`config.mk`:
```
export PLATFORM = sky130hd
export DESIGN_NAME = itrd_ctrl
export DESIGN_NICKNAME = d
export VERILOG_FILES = /design/src/rtl/itrd_pkg.sv /design/src/rtl/itrd_ctrl.sv
export SDC_FILE = /design/constraint.sdc
export NUM_CORES = 1
export LEC_CHECK = 0
export ABC_AREA = 1
export ABC_CLOCK_PERIOD_IN_PS = 1670
export BUFFER_PORTS_ARGS = -buffer_cell sky130_fd_sc_hd__buf_2
export CAP_MARGIN = 20
export CORE_AREA = 2 2 39 41
export DETAILED_ROUTE_END_ITERATION = 12
export DIE_AREA = 0 0 41 43
export HOLD_SLACK_MARGIN = 0.02
export PLACE_DENSITY = 0.46
export SETUP_SLACK_MARGIN = 0.4
export SYNTH_ARGS = -nofsm -noshare
export SYNTH_HDL_FRONTEND = slang
export SYNTH_SLANG_ARGS = --single-unit
```
`constraint.sdc`:
```
create_clock -name clock -period 1.67 [get_ports clock]
set_input_delay 0.167 -clock clock [delete_from_list [all_inputs] [get_ports clock]]
set_output_delay 0.167 -clock clock [all_outputs]
set_load 0.005 [all_outputs]
```
`src/rtl/itrd_pkg.sv`:
```
// Package for the integer to radix digit converter: sizes, codes, command and
// status structs and the character tables.
// No dependencies; every other file imports it.
`default_nettype none

package itrd_pkg;

   localparam int VALUE_BITS = 32;
   localparam int STEP_BITS  = 4;
   localparam int DIV_CYCLES = (VALUE_BITS + STEP_BITS - 1) / STEP_BITS;
   localparam int PAD_BITS   = DIV_CYCLES * STEP_BITS;

   localparam int RADIX_W    = 6;
   localparam int DIGIT_W    = 6;
   localparam int CHAR_W     = 7;
   localparam int IN_W       = 32;
   localparam int ERR_LEN    = 10;

   localparam int STEP_CNT_W = (DIV_CYCLES > 1) ? $clog2(DIV_CYCLES) : 1;
   localparam int CNT_W      = $clog2(VALUE_BITS + 1);
   localparam int ERR_IDX_W  = $clog2(ERR_LEN);

   localparam int CSR_ADDR_W = 3;
   localparam int CSR_DATA_W = 32;

   localparam logic [CSR_ADDR_W-1:0] ADDR_RADIX  = CSR_ADDR_W'(0);
   localparam logic [RADIX_W-1:0]    RADIX_RESET = RADIX_W'(10);
   localparam logic [RADIX_W-1:0]    RADIX_MIN   = RADIX_W'(2);
   localparam logic [RADIX_W-1:0]    RADIX_MAX   = RADIX_W'(36);

   localparam logic [CHAR_W-1:0] CHAR_ZERO = CHAR_W'(8'h30);
   localparam logic [CHAR_W-1:0] CHAR_A    = CHAR_W'(8'h61);

   typedef struct packed {
      logic load;
      logic step;
      logic emit;
   } cmd_type;

   typedef struct packed {
      logic radix_ok;
      logic div_done;
      logic out_last;
   } status_type;

   // digit value 0..35 to '0'..'9', 'a'..'z'
   function automatic logic [CHAR_W-1:0] digit_to_char(input logic [DIGIT_W-1:0] d);
      logic [CHAR_W-1:0] ext;
      ext = CHAR_W'(d);
      if (d < DIGIT_W'(10)) begin
         return CHAR_ZERO + ext;
      end else begin
         return CHAR_A + ext - CHAR_W'(10);
      end
   endfunction

   // text BASE_ERROR, one character per index
   function automatic logic [CHAR_W-1:0] err_char(input logic [ERR_IDX_W-1:0] idx);
      logic [CHAR_W-1:0] c;
      unique case (idx)
         ERR_IDX_W'(0): c = CHAR_W'(8'h42);
         ERR_IDX_W'(1): c = CHAR_W'(8'h41);
         ERR_IDX_W'(2): c = CHAR_W'(8'h53);
         ERR_IDX_W'(3): c = CHAR_W'(8'h45);
         ERR_IDX_W'(4): c = CHAR_W'(8'h5f);
         ERR_IDX_W'(5): c = CHAR_W'(8'h45);
         ERR_IDX_W'(6): c = CHAR_W'(8'h52);
         ERR_IDX_W'(7): c = CHAR_W'(8'h52);
         ERR_IDX_W'(8): c = CHAR_W'(8'h4f);
         ERR_IDX_W'(9): c = CHAR_W'(8'h52);
         default:       c = CHAR_W'(8'h52);
      endcase
      return c;
   endfunction

endpackage

`default_nettype wire

```
`src/rtl/itrd_ctrl.sv`:
```
// Controller: sequences load, digit division and character output.
// Depends on itrd_pkg; commands itrd_datapath through cmd_type and status_type.
`default_nettype none

module itrd_ctrl
   import itrd_pkg::*;
(
   input  wire logic       clock,
   input  wire logic       reset,
   input  wire logic       req_valid,
   output      logic       req_ready,
   output      logic       rsp_valid,
   input  wire logic       rsp_ready,
   output      cmd_type    cmd,
   input  wire status_type status
);

   typedef enum logic [1:0] {
      IDLE,
      DIVIDE,
      FETCH,
      SEND
   } state_type;

   state_type state_ff, state_in;
   logic      req_ready_ff;
   logic      rsp_valid_ff;
   logic      req_fire;
   logic      rsp_fire;

   assign req_fire = req_valid && req_ready_ff;
   assign rsp_fire = rsp_valid_ff && rsp_ready;

   always_comb begin
      state_in = state_ff;
      cmd      = '0;
      unique case (state_ff)
         IDLE: begin
            if (req_fire) begin
               cmd.load = 1'b1;
               state_in = status.radix_ok ? DIVIDE : FETCH;
            end
         end
         DIVIDE: begin
            cmd.step = 1'b1;
            if (status.div_done) begin
               state_in = FETCH;
            end
         end
         FETCH: begin
            cmd.emit = 1'b1;
            state_in = SEND;
         end
         SEND: begin
            if (rsp_fire) begin
               if (status.out_last) begin
                  state_in = IDLE;
               end else begin
                  // next character loads on the same edge as this transfer
                  cmd.emit = 1'b1;
               end
            end
         end
         default: state_in = IDLE;
      endcase
   end

   always_ff @(posedge clock) begin
      if (reset) begin
         state_ff     <= IDLE;
         req_ready_ff <= 1'b1;
         rsp_valid_ff <= 1'b0;
      end else begin
         state_ff     <= state_in;
         req_ready_ff <= (state_in == IDLE);
         rsp_valid_ff <= (state_in == SEND);
      end
   end

   assign req_ready = req_ready_ff;
   assign rsp_valid = rsp_valid_ff;

endmodule

`default_nettype wire

```
==> impl_metrics.csv <==
group,metric,value,unit
outcome,status,"complete, no violations",
finish,drive_gt1_frac,0.333,
synthesis,netlist_instances,37,
floorplan,die_area,1760,sq um
finish,fin_area,319,sq um
synthesis,ys_warn_count,0,
finish,syn_to_final_growth,44.1,%
setup_path,endpoint_kind,"output port",
setup_path,crit_buf_inv,2,
job,cap_violations,0,
setup_path,critical_path_class,"reg -> out",
place,placed_area,297,sq um
clocking,cts_hold_buf,0,
setup_path,critPathLaunchType,"flop",
setup_path,slowest_delay,0.44,ns
drt,drt_iter0_markers,0,
drt,routed-via-count,240,
place,place_congestion,0.664,
clocking,cts_tree,"yes",
sta,hold_viol_final,0,
sta,fmax,850,MHz
synthesis,synth.distinct_cells,9,
finish,fillers,161,
clocking,cts.sinks,4,
sta,finalSetupViolCount,0,
sta,final.period_utilization,0.705,
synthesis,seq_area_frac_synth,0.362,
drt,wl_per_cell,7.12,um
floorplan,core,1380,sq um
sta,setup_tns,0,ns
setup_path,critPathSlowestCell,"dfxtp_1",
drt,drt-total-wl,477,um
sta,final.min_clock_period,1.18,ns
clocking,postCtsSetupBuffers,0,
sta,timing.hold.ws,0.127,ns
clocking,cts.path.max_buffers,2,
setup_path,worst-path-max-fanout,7,
setup_path,rr_startpoint,"state_ff[0]$_SDFF_PP0_",
finish,num_antenna_cells,0,
floorplan,fp-row-count,14,
global_route,grt_start_max_net_pins,8,
synthesis,synth_nets,44,
place,io_buffers,11,
clocking,clk_pin_slew_worst_paths,0.04,ns
global_route,grt_usage,0.0742,
floorplan,start_util,0.160,
sta,fin_ws,0.493,ns
clocking,cts_buffers,3,
global_route,antenna_found_initial,0,
clocking,worstSkewPairLatency,0.23,ns
floorplan,die_height,43,um
sta,worstMarginPinSlew,0.241,ns
power,peakVddDrop,274,uV
drt,firstDrtPassIters,1,
drt,ant_nets,0,
clocking,root_buffer,"clkbuf_4",
setup_path,startpoint,"state_ff[0]$_SDFF_PP0_",
power,p_leak,0.191,nW
synthesis,synth_area_per_cell,5.99,sq um
power,p_per_area,1010,nW/um^2
drt,drc_errors,0,
floorplan,io_pins,12,
sta,max_slew_margin,0.839,
setup_path,crit_required,1.50,ns
synthesis,syn-cell-area,221,sq um
synthesis,synth-seq-cells,4,
setup_path,crit_chain,"nor2_1 > nand2_1 > inv_1 > buf_2",
min_path,hp-class,"in -> reg",
floorplan,die_width,41,um
sta,finalClockSkew,0.00313,ns
global_route,grt_pass1_vias,202,
min_path,min_from,"reset",
finish,nets,60,
setup_path,cp_top_family,"flip-flops",
global_route,grt_pass1_wl,772,um
clocking,cts.htree.levels,1,
clocking,post_cts_resized,0,
setup_path,crit_arrival,1.01,ns
global_route,grt-ovfl-total,0,
sta,rsz0062_at_grt,"no",
drt,viasPerCell,3.58,
sta,slew_viol_final,0,
place,dp_hpwl,385,um
place,post-place-ws,0.649,ns
==> layer usage <==
metal  GRT usage  wire (um)  share of wire  up-vias
met1      0.0737        209           0.44       96
met4       0.100          8          0.017        0
li1            -          -              -      137
met5           0          0              0        -
met2      0.0844        226           0.47        5
met3      0.0471         33          0.069        2
==> registers in the layout, summed over array words and instances, names as in the netlist <==
register and count:
rsp_valid 1, req_ready 1, state_ff 2
==> final timing paths <==
| path | cells past startpoint | to | slack [ns] |
|---|---|---|---|
| worst max register to register | 6 | req_ready$_SDFF_PP1_ | 0.65 |
| worst min register to register | 4 | rsp_valid$_SDFF_PP0_ | 0.60 |
| worst min-delay path | 2 | state_ff[1]$_SDFF_PP0_ | 0.13 |
| worst max-delay path | 4 | cmd[2] | 0.49 |
==> where the power goes <==
part	switching, mW	internal [mW]	total, mW	leakage [nW]
clock network	0.0371	0.0802	0.117	0.0138
logic	0.0421	0.0376	0.0797	0.144
registers	0.0163	0.110	0.126	0.0331
==> final cells by class <==
cell class,instances,area (sq um),area share
Clock buffer,3,22.5,0.0706
Inverter,9,33.8,0.106
Tap cell,16,20.0,0.0627
Timing Repair Buffer,11,55.1,0.173
Sequential cell,4,80.1,0.251
Multi-Input combinational cell,24,108,0.337
==> Yosys cell counts <==
library cell | number | area, sq um
nor2_2 | 1 | 6.26
nand2_2 | 1 | 6.26
nand3_2 | 1 | 10.0
a21oi_1 | 3 | 15.0
inv_1 | 9 | 33.8
a31oi_1 | 1 | 6.26
nand2_1 | 7 | 26.3
dfxtp_1 | 4 | 80.1
nor2_1 | 10 | 37.5
==> kinds of logic (layout without fill, tap and decap cells) <==
| logic type | after synthesis | after routing | synth area share |
|---|---|---|---|
| flops | 4 | 4 | 0.362 |
| compound gates | 4 | 4 | 0.0960 |
| simple gates | 20 | 20 | 0.390 |
| buf+inv | 9 | 23 | 0.153 |
==> placed cells by master, fill, tap and decap left out <==
cell type / n
a31oi_1: 1
nand2_1: 7
inv_1: 9
a21oi_1: 3
nand3_2: 1
dfxtp_1: 4
nor2_2: 1
nand2_2: 1
nor2_1: 10
clkbuf_4: 3
buf_2: 11
==> worst register-to-register path: cells and delay by family (launching register included) <==
family        cells  cell delay (ns)
simple gates      6             0.52
flops             1             0.44
==> stage by stage <==
step / total power [mW] / instances / util
floorplan: 0.174 / 37 / -
global placement: 0.209 / 64 / 0.214
detailed placement: 0.208 / 64 / 0.214
CTS: 0.333 / 67 / 0.231
global route: 0.354 / 67 / 0.231
finish: 0.323 / 67 / 0.231
Power figures use the tool's default switching activity.
