File: src/rtl/itrd_pkg.sv
// Package for the integer to radix digit converter: sizes, codes, command and
// status structs and the character tables.
// No dependencies; every other file imports it.
`default_nettype none

package itrd_pkg;

   localparam int VALUE_BITS = 32;
   localparam int STEP_BITS  = 4;
   localparam int DIV_CYCLES = (VALUE_BITS + STEP_BITS - 1) / STEP_BITS;
   localparam int PAD_BITS   = DIV_CYCLES * STEP_BITS;

   localparam int RADIX_W    = 6;
   localparam int DIGIT_W    = 6;
   localparam int CHAR_W     = 7;
   localparam int IN_W       = 32;
   localparam int ERR_LEN    = 10;

   localparam int STEP_CNT_W = (DIV_CYCLES > 1) ? $clog2(DIV_CYCLES) : 1;
   localparam int CNT_W      = $clog2(VALUE_BITS + 1);
   localparam int ERR_IDX_W  = $clog2(ERR_LEN);

   localparam int CSR_ADDR_W = 3;
   localparam int CSR_DATA_W = 32;

   localparam logic [CSR_ADDR_W-1:0] ADDR_RADIX  = CSR_ADDR_W'(0);
   localparam logic [RADIX_W-1:0]    RADIX_RESET = RADIX_W'(10);
   localparam logic [RADIX_W-1:0]    RADIX_MIN   = RADIX_W'(2);
   localparam logic [RADIX_W-1:0]    RADIX_MAX   = RADIX_W'(36);

   localparam logic [CHAR_W-1:0] CHAR_ZERO = CHAR_W'(8'h30);
   localparam logic [CHAR_W-1:0] CHAR_A    = CHAR_W'(8'h61);

   typedef struct packed {
      logic load;
      logic step;
      logic emit;
   } cmd_type;

   typedef struct packed {
      logic radix_ok;
      logic div_done;
      logic out_last;
   } status_type;

   // digit value 0..35 to '0'..'9', 'a'..'z'
   function automatic logic [CHAR_W-1:0] digit_to_char(input logic [DIGIT_W-1:0] d);
      logic [CHAR_W-1:0] ext;
      ext = CHAR_W'(d);
      if (d < DIGIT_W'(10)) begin
         return CHAR_ZERO + ext;
      end else begin
         return CHAR_A + ext - CHAR_W'(10);
      end
   endfunction

   // text BASE_ERROR, one character per index
   function automatic logic [CHAR_W-1:0] err_char(input logic [ERR_IDX_W-1:0] idx);
      logic [CHAR_W-1:0] c;
      unique case (idx)
         ERR_IDX_W'(0): c = CHAR_W'(8'h42);
         ERR_IDX_W'(1): c = CHAR_W'(8'h41);
         ERR_IDX_W'(2): c = CHAR_W'(8'h53);
         ERR_IDX_W'(3): c = CHAR_W'(8'h45);
         ERR_IDX_W'(4): c = CHAR_W'(8'h5f);
         ERR_IDX_W'(5): c = CHAR_W'(8'h45);
         ERR_IDX_W'(6): c = CHAR_W'(8'h52);
         ERR_IDX_W'(7): c = CHAR_W'(8'h52);
         ERR_IDX_W'(8): c = CHAR_W'(8'h4f);
         ERR_IDX_W'(9): c = CHAR_W'(8'h52);
         default:       c = CHAR_W'(8'h52);
      endcase
      return c;
   endfunction

endpackage

`default_nettype wire

File: src/rtl/itrd_datapath.sv
// Datapath: magnitude, shared digit divider, digit stack and output register.
// Depends on itrd_pkg; driven by itrd_ctrl through cmd_type.
`default_nettype none

module itrd_datapath
   import itrd_pkg::*;
(
   input  wire logic                   clock,
   input  wire logic                   reset,
   input  wire cmd_type                cmd,
   output      status_type             status,
   input  wire logic [RADIX_W-1:0]     radix,
   input  wire logic signed [IN_W-1:0] value,
   output      logic [CHAR_W-1:0]      digit_char,
   output      logic                   last,
   output      logic                   bad_radix
);

   logic [PAD_BITS-1:0]   quo_ff, quo_in;
   logic [DIGIT_W-1:0]    rem_ff, rem_in;
   logic [STEP_CNT_W-1:0] step_cnt_ff, step_cnt_in;
   logic [DIGIT_W-1:0]    stk_ff [VALUE_BITS];
   logic [DIGIT_W-1:0]    stk_in [VALUE_BITS];
   logic [CNT_W-1:0]      cnt_ff, cnt_in;
   logic [ERR_IDX_W-1:0]  err_idx_ff, err_idx_in;
   logic                  err_mode_ff, err_mode_in;
   logic [CHAR_W-1:0]     char_ff, char_in;
   logic                  last_ff, last_in;

   logic [VALUE_BITS-1:0] raw;
   logic [VALUE_BITS-1:0] mag;
   logic [PAD_BITS-1:0]   q_step;
   logic [DIGIT_W-1:0]    r_step;
   logic [DIGIT_W:0]      trial;
   logic                  last_step;
   logic                  radix_ok;

   assign raw      = value[VALUE_BITS-1:0];
   assign mag      = raw[VALUE_BITS-1] ? (~raw + VALUE_BITS'(1)) : raw;
   assign radix_ok = (radix >= RADIX_MIN) && (radix <= RADIX_MAX);
   assign last_step = (step_cnt_ff == STEP_CNT_W'(DIV_CYCLES - 1));

   // STEP_BITS restoring division steps per cycle
   always_comb begin
      q_step = quo_ff;
      r_step = rem_ff;
      trial  = '0;
      for (int i = 0; i < STEP_BITS; i++) begin
         trial  = {r_step, q_step[PAD_BITS-1]};
         q_step = {q_step[PAD_BITS-2:0], 1'b0};
         if (trial >= {1'b0, radix}) begin
            trial     = trial - {1'b0, radix};
            q_step[0] = 1'b1;
         end
         r_step = trial[DIGIT_W-1:0];
      end
   end

   always_comb begin
      quo_in      = quo_ff;
      rem_in      = rem_ff;
      step_cnt_in = step_cnt_ff;
      stk_in      = stk_ff;
      cnt_in      = cnt_ff;
      err_idx_in  = err_idx_ff;
      err_mode_in = err_mode_ff;
      char_in     = char_ff;
      last_in     = last_ff;

      if (cmd.load) begin
         quo_in      = PAD_BITS'(mag);
         rem_in      = '0;
         step_cnt_in = '0;
         cnt_in      = '0;
         err_idx_in  = '0;
         err_mode_in = !radix_ok;
      end

      if (cmd.step) begin
         quo_in = q_step;
         if (last_step) begin
            // digit done: push remainder, restart on the quotient
            rem_in      = '0;
            step_cnt_in = '0;
            stk_in[0]   = r_step;
            for (int i = 1; i < VALUE_BITS; i++) begin
               stk_in[i] = stk_ff[i-1];
            end
            cnt_in = cnt_ff + CNT_W'(1);
         end else begin
            rem_in      = r_step;
            step_cnt_in = step_cnt_ff + STEP_CNT_W'(1);
         end
      end

      if (cmd.emit) begin
         if (err_mode_ff) begin
            char_in    = err_char(err_idx_ff);
            last_in    = (err_idx_ff == ERR_IDX_W'(ERR_LEN - 1));
            err_idx_in = err_idx_ff + ERR_IDX_W'(1);
         end else begin
            // pop the most significant digit
            char_in = digit_to_char(stk_ff[0]);
            last_in = (cnt_ff == CNT_W'(1));
            for (int i = 0; i < VALUE_BITS - 1; i++) begin
               stk_in[i] = stk_ff[i+1];
            end
            cnt_in = cnt_ff - CNT_W'(1);
         end
      end
   end

   always_ff @(posedge clock) begin
      if (reset) begin
         step_cnt_ff <= '0;
         cnt_ff      <= '0;
         err_idx_ff  <= '0;
         err_mode_ff <= 1'b0;
      end else begin
         step_cnt_ff <= step_cnt_in;
         cnt_ff      <= cnt_in;
         err_idx_ff  <= err_idx_in;
         err_mode_ff <= err_mode_in;
      end
      quo_ff  <= quo_in;
      rem_ff  <= rem_in;
      stk_ff  <= stk_in;
      char_ff <= char_in;
      last_ff <= last_in;
   end

   // step count only reaches its last value while dividing
   assign status.radix_ok = radix_ok;
   assign status.div_done = last_step && (q_step == '0);
   assign status.out_last = last_ff;

   assign digit_char = char_ff;
   assign last       = last_ff;
   assign bad_radix  = err_mode_ff;

endmodule

`default_nettype wire

File: config.mk
export PLATFORM = sky130hd
export DESIGN_NAME = itrd_datapath
export DESIGN_NICKNAME = d
export VERILOG_FILES = /design/src/rtl/itrd_pkg.sv /design/src/rtl/itrd_datapath.sv
export SDC_FILE = /design/constraint.sdc
export NUM_CORES = 1
export LEC_CHECK = 0
export BUFFER_PORTS_ARGS = -buffer_cell sky130_fd_sc_hd__buf_2
export CAP_MARGIN = 20
export CORE_MARGIN = 4
export CORE_UTILIZATION = 38
export DETAILED_ROUTE_END_ITERATION = 10
export SETUP_SLACK_MARGIN = 0.15
export SLEW_MARGIN = 20
export SYNTH_ARGS = -nofsm -noshare
export SYNTH_HDL_FRONTEND = slang
export SYNTH_SLANG_ARGS = --single-unit
File: constraint.sdc
create_clock -name clock -period 11.2 [get_ports clock]
set_input_delay 2.24 -clock clock [delete_from_list [all_inputs] [get_ports clock]]
set_output_delay 2.24 -clock clock [all_outputs]
set_load 0.03 [all_outputs]
==> impl_metrics.env <==
export IMPL_path_class="in -> out"
export IMPL_place_congestion=0.873
export IMPL_clock_sinks=257
export IMPL_final_common_cell="nand2_1"
export IMPL_final_cell_mix="nand2_1, nor2_1, dfxtp_1, a31oi_1, o21ai_0"
export IMPL_io_buffer_count=54
export IMPL_critPathMaxFanout=8
export IMPL_fin_skew_ns=0.0127
export IMPL_syn_inst=1599
export IMPL_antenna_cells=0
export IMPL_grt_pass1_vias=9623
export IMPL_worstPathArrival_ns=8.35
export IMPL_finalSetupViolations=0
export IMPL_start_util_pct=38.6
export IMPL_htreeDepth=1
export IMPL_ys_top_cells_by_area="dfxtp_1, nand2_1, edfxtp_1, a31oi_1, nor2_1"
export IMPL_row_count=66
export IMPL_grtUsageTotal_pct=14.7
export IMPL_grt_pass1_wl_um=46600
export IMPL_synth_edf_count=52
export IMPL_reg2reg_slack_ns=3.93
export IMPL_num_vias=10700
export IMPL_maxCapViolations=0
export IMPL_dpl_hpwl_um=17500
export IMPL_r2r_start="rem_ff[1]"
export IMPL_routedLengthMet1_um=14200
export IMPL_top_layer="met4"
export IMPL_finalMaxSlewViolations=0
export IMPL_clkTransAtPathRegs_ns=0.06
export IMPL_worstHoldPathType="reg -> reg"
export IMPL_start_kind="primary input"
export IMPL_synth_fa_ha_area_share_pct=4.30
export IMPL_hold_depth=0
export IMPL_yosysWarnings=0
export IMPL_yosys_area_top_type="dfxtp_1"
export IMPL_synth_xor_area_share_pct=3.47
export IMPL_fin_crit_sh_pct=94.6
export IMPL_layout_min_cycle_time_ns=10.59
export IMPL_synth_simple_area_share_pct=24.8
export IMPL_peakVddDrop_v=0.000294
export IMPL_synth_mux_area_share_pct=1.05
export IMPL_synthArstFlopShare_pct=0
export IMPL_tns_ns=0
export IMPL_grt_max_degree=260
export IMPL_synthFlopType="dfxtp_1"
export IMPL_dp_cells=2021
export IMPL_clockRootBuffer="clkbuf_16"
export IMPL_die_area_um2=36200
export IMPL_cp_end_kind="output port"
export IMPL_wirelength_um=27500
export IMPL_min_delay_start="stk_ff[6]"
export IMPL_dr_wl_met3_um=874
export IMPL_hold_viol=0
export IMPL_critPathLaunch="radix[5]"
export IMPL_r2r_cells=34
export IMPL_synth_cell_types=69
export IMPL_cts_buffers=28
export IMPL_fp_dieH_um=190
export IMPL_yosysTopAreaCellShare_pct=32.5
export IMPL_drc=0
export IMPL_fin_cells=2074
export IMPL_fmaxAchievable_mhz=94.4
export IMPL_rsz0062_at_grt="false"
export IMPL_met2WireLength_um=12000
export IMPL_finalNetCount=1694
export IMPL_synth_compound_gate_area_share_pct=17.3
export IMPL_yosysSeqAreaShare_pct=44.8
export IMPL_synth_seq_cells=257
export IMPL_design_core_area_um2=32700
export IMPL_cp_required_ns=8.96
export IMPL_ioPinCount=55
export IMPL_outcome="complete, no violations"
export IMPL_worst_pin_slew_ns=0.989
export IMPL_grt_antenna_before_repair=0
export IMPL_ant_nets=0
export IMPL_max_clock_path_buffers=3
export IMPL_cts_tree="done"
export IMPL_overflow=0
export IMPL_clock_latency_ns=0.54
export IMPL_slew_headroom_pct=34.1
export IMPL_max_stage_delay_ns=0.46
export IMPL_p_per_area_nw_per_um2=327
export IMPL_die_w_um=190
export IMPL_holdPathEnd="stk_ff[0]"
export IMPL_synth_top_family_by_area="simple AND/OR/NAND/NOR gates"
export IMPL_syn_num_nets=1683
export IMPL_layout_drive_gt1_share_pct=10.8
export IMPL_post_cts_buffers=0
export IMPL_wl_per_cell_um=13.3
export IMPL_cpMaxStageDelayCell="or3_4"
export IMPL_avgSynthCellArea_um2=7.90
export IMPL_post_drt_via_cell_ratio=5.18
export IMPL_syn2layout_area_growth_pct=13.7
export IMPL_p_leak_nw=6.22
export IMPL_dr_first_iter_drc_count=839
export IMPL_r2r_end="rem_ff[1]"
export IMPL_drtPass1Iterations=6
export IMPL_syn_area_um2=12600
[sequential cells by signal, indices dropped and copies added, names as in the netlist, named ones only]
name and count:
stk_ff 192, quo_ff 32, digit_char 7, cnt_ff 6, rem_ff 6, err_idx_ff 4, step_cnt_ff 3, bad_radix 1
last 1
[power breakdown]
part	internal [mW]	switching [mW]	leakage, nW
registers	1.20	0.164	2.23
clock network	0.571	0.370	0.491
logic	1.13	1.26	3.50
[critical path, delay by kind of cell]
family          cells  cell delay [ns]
fa+ha+maj           4             1.10
simple gates       11             1.93
buf+inv             6             0.77
compound gates     11             2.02
mux                 1             0.28
[cell usage after synthesis, drive strengths merged, types with 10 or more instances]
master	count
nor2	224
o21ai	73
a211oi	10
a31oi	185
edfxtp	52
inv	36
a21o	11
nand3	14
o31ai	10
dfxtp	205
nor3	11
nor2b	11
clkbuf	99
ha	37
xnor2	14
xor2	36
a21oi	26
nand2	436
[metal layers]
layer  track usage, %  vias up
met1             22.2     5045
met4             3.01        0
li1                 -     5523
met3             1.90       28
met2             22.6      137
met5                0        -
[through the flow]
step | setup WS, ns | total power, mW | hold slack (ns) | utilization [%] | cell area, um^2
after floorplan | 0.195 | 2.96 | 0.431 | - | 12600
after global placement | 0.432 | 3.68 | 0.447 | 40.7 | 13300
after detailed placement | 0.234 | 3.69 | 0.442 | 40.7 | 13300
after CTS | 0.214 | 4.66 | 0.467 | 43.7 | 14300
after global routing | 0.120 | 5.04 | 0.476 | 43.9 | 14400
final | 0.610 | 4.70 | 0.464 | 43.9 | 14400
[how the worst max path moves through the flow]
stage | to | slack [ns] | depth (start not counted)
after floorplan | status[1] | 0.20 | 30
after global placement | status[1] | 0.43 | 32
after detailed placement | status[1] | 0.23 | 32
after CTS | status[1] | 0.21 | 32
after global routing | status[1] | 0.12 | 34
final | status[1] | 0.61 | 33
[logic make-up after synthesis]
family / Yosys count
AOI/OAI and AO/OA: 345
xor gates and xnor gates: 50
adders and majority gates: 41
buffers and inverters: 140
DFF: 257
muxes: 12
and+or+nand+nor: 754
[final cells by class]
type	instances	area, um^2
Clock buffer	43	891
Clock inverter	9	85.1
Fill cell	3328	18300
Inverter	36	140
Multi-Input combinational cell	1202	6500
Sequential cell	257	5670
Tap cell	442	553
Timing Repair Buffer	85	538
[repair_timing]
action,4_1_cts,5_1_grt
hold buffers,0,0
gates resized for setup,0,14
endpoints found under the setup margin,0,1
No activity file was read; power rests on OpenSTA's default activity.
